### config.mk
export PLATFORM = sky130hd
export DESIGN_NAME = coe_ctrl
export DESIGN_NICKNAME = d
export VERILOG_FILES = /design/src/rtl/clock_offset_estimator_assert.svh /design/src/rtl/coe_pkg.sv /design/src/rtl/coe_ctrl.sv
export SDC_FILE = /design/constraint.sdc
export NUM_CORES = 1
export LEC_CHECK = 0
export ABC_CLOCK_PERIOD_IN_PS = 2140
export BUFFER_PORTS_ARGS = -buffer_cell sky130_fd_sc_hd__buf_2
export CAP_MARGIN = 20
export CORE_UTILIZATION = 40
export DETAILED_ROUTE_END_ITERATION = 12
export GPL_TIMING_DRIVEN = 0
export PLACE_DENSITY = 0.67
export SLEW_MARGIN = 20
export SYNTH_ARGS = -nofsm -noshare
export SYNTH_HDL_FRONTEND = slang
export SYNTH_SLANG_ARGS = --single-unit
### constraint.sdc
create_clock -name clk -period 2.14 [get_ports clk]
set_clock_uncertainty 0.05 [all_clocks]
set_input_delay 0.214 -clock clk [delete_from_list [all_inputs] [get_ports clk]]
set_output_delay 0.214 -clock clk [all_outputs]
set_load 0.05 [all_outputs]
### src/rtl/clock_offset_estimator_assert.svh
// Assertion macros for the clock offset estimator.
// Used by the top level only; needs nothing else.
`ifndef CLOCK_OFFSET_ESTIMATOR_ASSERT_SVH
`define CLOCK_OFFSET_ESTIMATOR_ASSERT_SVH

// a implies b in the same cycle
`define COE_ASSERT_NOW(label, clk, rst, a, b) \
  label: assert property (@(posedge clk) disable iff (rst) (a) |-> (b)) \
    else $error("assertion failed");

// a implies b in the following cycle
`define COE_ASSERT_NEXT(label, clk, rst, a, b) \
  label: assert property (@(posedge clk) disable iff (rst) (a) |=> (b)) \
    else $error("assertion failed");

`endif

### src/rtl/coe_pkg.sv
// Shared types and constants of the clock offset estimator.
// Used by the controller, the datapath and the top level.
package coe_pkg;

  localparam int WINDOW_DEPTH = 16;
  localparam int WIN_AW       = (WINDOW_DEPTH > 1) ? $clog2(WINDOW_DEPTH) : 1;
  localparam int FILL_W       = $clog2(WINDOW_DEPTH + 1);

  localparam int TS_W       = 40;
  localparam int OFF_W      = 41;
  localparam int RTT_W      = 24;
  localparam int ALPHA_W    = 17;
  localparam int REQ_W      = 8;
  localparam int CFG_IDX_W  = 2;
  localparam int CFG_DATA_W = 17;

  localparam int S1_W   = RTT_W + FILL_W;
  localparam int S2_W   = 2 * RTT_W + FILL_W;
  localparam int VAR_W  = 2 * RTT_W + 2 * FILL_W;
  localparam int SQ_W   = RTT_W + FILL_W;
  localparam int STEP_W = $clog2(SQ_W + 1);

  localparam logic [ALPHA_W-1:0] ALPHA_ONE = ALPHA_W'(65536);

  localparam logic [CFG_IDX_W-1:0] CFG_IS_SERVER = 2'd0;
  localparam logic [CFG_IDX_W-1:0] CFG_ALPHA     = 2'd1;
  localparam logic [CFG_IDX_W-1:0] CFG_REQUIRED  = 2'd2;

  typedef enum logic [3:0] {
    S_IDLE, S_PREP1, S_PREP2, S_DIFF, S_MUL, S_COMMIT, S_SUM, S_SUMW,
    S_VAR1, S_VAR2, S_SQRT, S_DIVL, S_DIV, S_JIT, S_DONE
  } state_t;

  typedef struct packed {
    logic latch;
    logic prep1;
    logic prep2;
    logic diff;
    logic mul;
    logic commit;
    logic rd;
    logic var_mul;
    logic sqrt_load;
    logic sqrt_step;
    logic div_load;
    logic div_step;
    logic jit_write;
  } cmd_t;

  typedef struct packed {
    logic is_server;
    logic fill_nz;
    logic rd_last;
  } sts_t;

endpackage

### src/rtl/coe_ctrl.sv
// Sequencer of the clock offset estimator.
// Depends on coe_pkg; drives the datapath by cmd_t, reads sts_t.
module coe_ctrl
  import coe_pkg::*;
(
  input  logic clk,
  input  logic rst,
  input  logic in_valid,
  output logic in_ready,
  input  logic out_busy,
  input  sts_t sts,
  output cmd_t cmd,
  output logic emit
);

  state_t state, state_next;
  logic [STEP_W-1:0] step;
  logic step_last;

  assign step_last = (step == STEP_W'(SQ_W - 1));

  always_ff @(posedge clk) begin
    if (rst) begin
      state <= S_IDLE;
      step  <= '0;
    end else begin
      state <= state_next;
      if (state == S_VAR2 || state == S_DIVL) begin
        step <= '0;
      end else if (state == S_SQRT || state == S_DIV) begin
        step <= step + STEP_W'(1);
      end
    end
  end

  always_comb begin
    state_next = state;
    unique case (state)
      S_IDLE:   if (in_valid) state_next = sts.is_server ? S_DONE : S_PREP1;
      S_PREP1:  state_next = S_PREP2;
      S_PREP2:  state_next = S_DIFF;
      S_DIFF:   state_next = S_MUL;
      S_MUL:    state_next = S_COMMIT;
      S_COMMIT: state_next = sts.fill_nz ? S_SUM : S_DONE;
      S_SUM:    if (sts.rd_last) state_next = S_SUMW;
      S_SUMW:   state_next = S_VAR1;
      S_VAR1:   state_next = S_VAR2;
      S_VAR2:   state_next = S_SQRT;
      S_SQRT:   if (step_last) state_next = S_DIVL;
      S_DIVL:   state_next = S_DIV;
      S_DIV:    if (step_last) state_next = S_JIT;
      S_JIT:    state_next = S_DONE;
      S_DONE:   if (!out_busy) state_next = S_IDLE;
      default:  state_next = S_IDLE;
    endcase
  end

  always_comb begin
    cmd       = '0;
    emit      = 1'b0;
    in_ready  = 1'b0;
    unique case (state)
      S_IDLE: begin
        in_ready  = 1'b1;
        cmd.latch = in_valid;
      end
      S_PREP1:  cmd.prep1     = 1'b1;
      S_PREP2:  cmd.prep2     = 1'b1;
      S_DIFF:   cmd.diff      = 1'b1;
      S_MUL:    cmd.mul       = 1'b1;
      S_COMMIT: cmd.commit    = 1'b1;
      S_SUM:    cmd.rd        = 1'b1;
      S_SUMW:   cmd           = '0;
      S_VAR1:   cmd.var_mul   = 1'b1;
      S_VAR2:   cmd.sqrt_load = 1'b1;
      S_SQRT:   cmd.sqrt_step = 1'b1;
      S_DIVL:   cmd.div_load  = 1'b1;
      S_DIV:    cmd.div_step  = 1'b1;
      S_JIT:    cmd.jit_write = 1'b1;
      S_DONE:   emit          = !out_busy;
      default:  cmd           = '0;
    endcase
  end

endmodule

==> metrics.md <==
| Metric | Value |
|---|---|
| Cell family with most CP delay | buffers and inverters |
| Vias in the first global route | 577 |
| DRT antenna net count | 0 |
| Share of layout cells above drive strength 1 | around 32% |
| Synth top area share | 25.9% |
| Outcome | complete, but fails checks |
| Num CTS Buffers | 3 |
| Crit path kind | flip-flop to primary output |
| IO Port Bufs | 21 |
| FP Rows | 14 |
| Syn Area/Cell | 7.56 µm² |
| Critical Path Max Stage Delay | 0.36 ns |
| Die H | roughly 44 µm |
| Max Cap Viol | 0 |
| Crit path cell chain | clkbuf_2 > nor4_4 > and2_1 > buf_2 |
| Hold_ws | 0.129 ns |
| CTS tree | built |
| Layout Nets | 125 |
| Clk_lat worst skew | between 0.2 and 0.3 ns |
| Final Setup Violations | 0 |
| First-pass GRT wire length | ~2500 µm |
| Drt total wl | around 1600 µm |
| Post-synthesis net count | around 100 |
| CP Max Fanout | 10 |
| Ys async rst share | 0% |
| Routability Congestion | 0.773 |
| Filler cell count | about 160 |
| Slew @ Worst Pin | ~0.50 ns |
| RSZ-0062 raised after global routing | false |
| Crit path capture type | primary output |
| Largest cells by area after synthesis | dfxtp_1, nor2_1, nor3_1, xor2_1, a21oi_1 |
| Final Critical Period | 1.81 ns |
| Clock Sinks | 9 |
| Commonest non-fill, non-tap cell in the layout | buf_2 |
| Tot GR Track Use | between 10% and 20% |
| Clock transition at path regs | approximately 0.060 ns |
| CTS max path bufs | 2 |
| Static Leak | roughly 0.4 nW |
| Grt total ovfl | 0 |
| Initial core utilization | 44.6% |
| Failing checks | DRC |
| Synth-to-layout area growth | 23.7% |
| Synth area leader | dfxtp_1 |
| DRC | 1 |
| Antenna violations before repair | 0 |
| DRT Pass-1 Iters | 8 |
| Hold crit path type | primary input to flip-flop |
| Antenna fix cells | 0 |
| EDFF count, synth | 0 |
| Distinct cells, synth | 32 |
| Req. time, crit path | 1.88 ns |
| #FFs+latches synth | 9 |
| Most frequent cells in the layout | buf_2, nor2_1, dfxtp_1 |
| IO Count | 22 |
| Seq/Total Area, Yosys | between 20% and 30% |
| Final hold vios | 0 |
| H-tree depth | 1 |
| CP max stage cell | dfxtp_1 |
| Final HPWL DP | roughly 1200 µm |
| Slew Limit Fails | 0 |
| Final WS setup | 0.325 ns |
| Synth warn | 0 |
| Fin area | 861 µm² |
| Root Driver | clkbuf_4 |
| Normalized max-slew margin | ~67% |
| Synth Cell Area | a little under 700 µm² |
| Final TNS setup | 0 ns |
| Setup WS pre-CTS | between 0.3 and 0.4 ns |
| Synthesized instance count | roughly 90 |
| Main synth FF type | dfxtp_1 |
| Routed via count | 718 |
| Worst Path Buf+Inv | 2 |
| Max Clk Rate | about 550 MHz |
| Worst VDD drop | approximately 0.74 mV |
| Crit path launch type | flip-flop |
| WL per Instance | ~12 µm |
| Largest net degree at the start of global routing | 11 |
| Layout Utilization | a little under three fifths |
| Via density | 5.48 |
| Die area | between 1500 and 2000 µm² |
| PD cells | 1490 nW/µm² |
| Starting DRT DRC Count | 9 |
| Die W | 43.7 µm |
| Part of the cycle the worst path needs | 84.8% |
| Placeable core region | 1560 µm² |
| Worst EP arrival | between 1.5 and 2 ns |
| CTS Hold Bufs | 0 |
| Placed Instance Area | roughly 840 µm² |
==> worst register-to-register path: stages, from the launching register on <==
cell and delay (ns):
dfxtp_1 0.30, buf_2 0.29, and4bb_2 0.31, a32o_1 0.22, nor4b_1 0.40, a211oi_2 0.08
==> worst paths after layout <==
check,startpoint,endpoint,slack (ns),cells past startpoint
worst max register to register,state[0],state[2],0.36,5
worst min-delay path,rst,state[2],0.13,2
worst max-delay path,state[3],cmd[12],0.33,4
worst min register to register,step[4],step[4],0.48,2
==> cell usage after synthesis (3+ instances only) <==
cell type	instances
nor2_1	13
xor2_1	4
nand2_1	5
inv_1	4
nand4_1	3
buf_2	3
nor2b_1	3
nand2b_1	4
clkbuf_1	3
nor3_1	7
dfxtp_1	9
a21oi_1	5
and2_1	3
==> where the power goes <==
| group | internal (mW) | switching (mW) |
|---|---|---|
| sequential | 0.206 | 0.0246 |
| combinational | 0.282 | 0.638 |
| clock | 0.0718 | 0.0580 |
==> layer usage <==
metal	vias to the layer above	global-route usage, %	share of wire, %	routed length, µm
li1	374	-	-	-
met1	321	25.2	53	820
met2	23	25.1	41	637
met3	0	5.00	6.3	98
met4	0	1.88	0	0
met5	-	0	0	0
==> what timing repair did <==
action / 4_1_cts / 5_1_grt
setup buffers: 0 / 0
setup endpoints to repair: 0 / 4
gates resized for setup: 0 / 2
==> flip-flops by register name, summed over array words and instances (netlist names) <==
name and cells:
state 4, step 5
==> stage by stage <==
step           std cells  power (mW)
4_1_cts              133        1.29
5_1_grt              131        1.38
3_5_place_dp         129        1.16
2_1_floorplan         92       0.989
3_3_place_gp         129        1.15
6_report             131        1.28
==> kinds of logic (layout without fill, tap and decap cells) <==
| logic type | after synthesis | after routing | synth area share [%] |
|---|---|---|---|
| and+or+nand+nor | 48 | 48 | 37.4 |
| AOI/OAI and AO/OA | 17 | 17 | 19.2 |
| buffers and inverters | 11 | 34 | 7.55 |
| DFF | 9 | 9 | 25.9 |
| xor gates and xnor gates | 5 | 5 | 6.29 |
| adders and majority gates | 2 | 2 | 3.60 |
==> layout make-up <==
| class | instances | area [µm²] | share of cell area, % |
|---|---|---|---|
| Buffer | 5 | 31.3 | 3.63 |
| Clock buffer | 4 | 26.3 | 3.05 |
| Inverter | 4 | 15.0 | 1.74 |
| Multi-Input combinational cell | 72 | 483 | 56.1 |
| Sequential cell | 9 | 180 | 20.9 |
| Tap cell | 16 | 20.0 | 2.33 |
| Timing Repair Buffer | 21 | 105 | 12.2 |
Power figures use the tool's default switching activity.
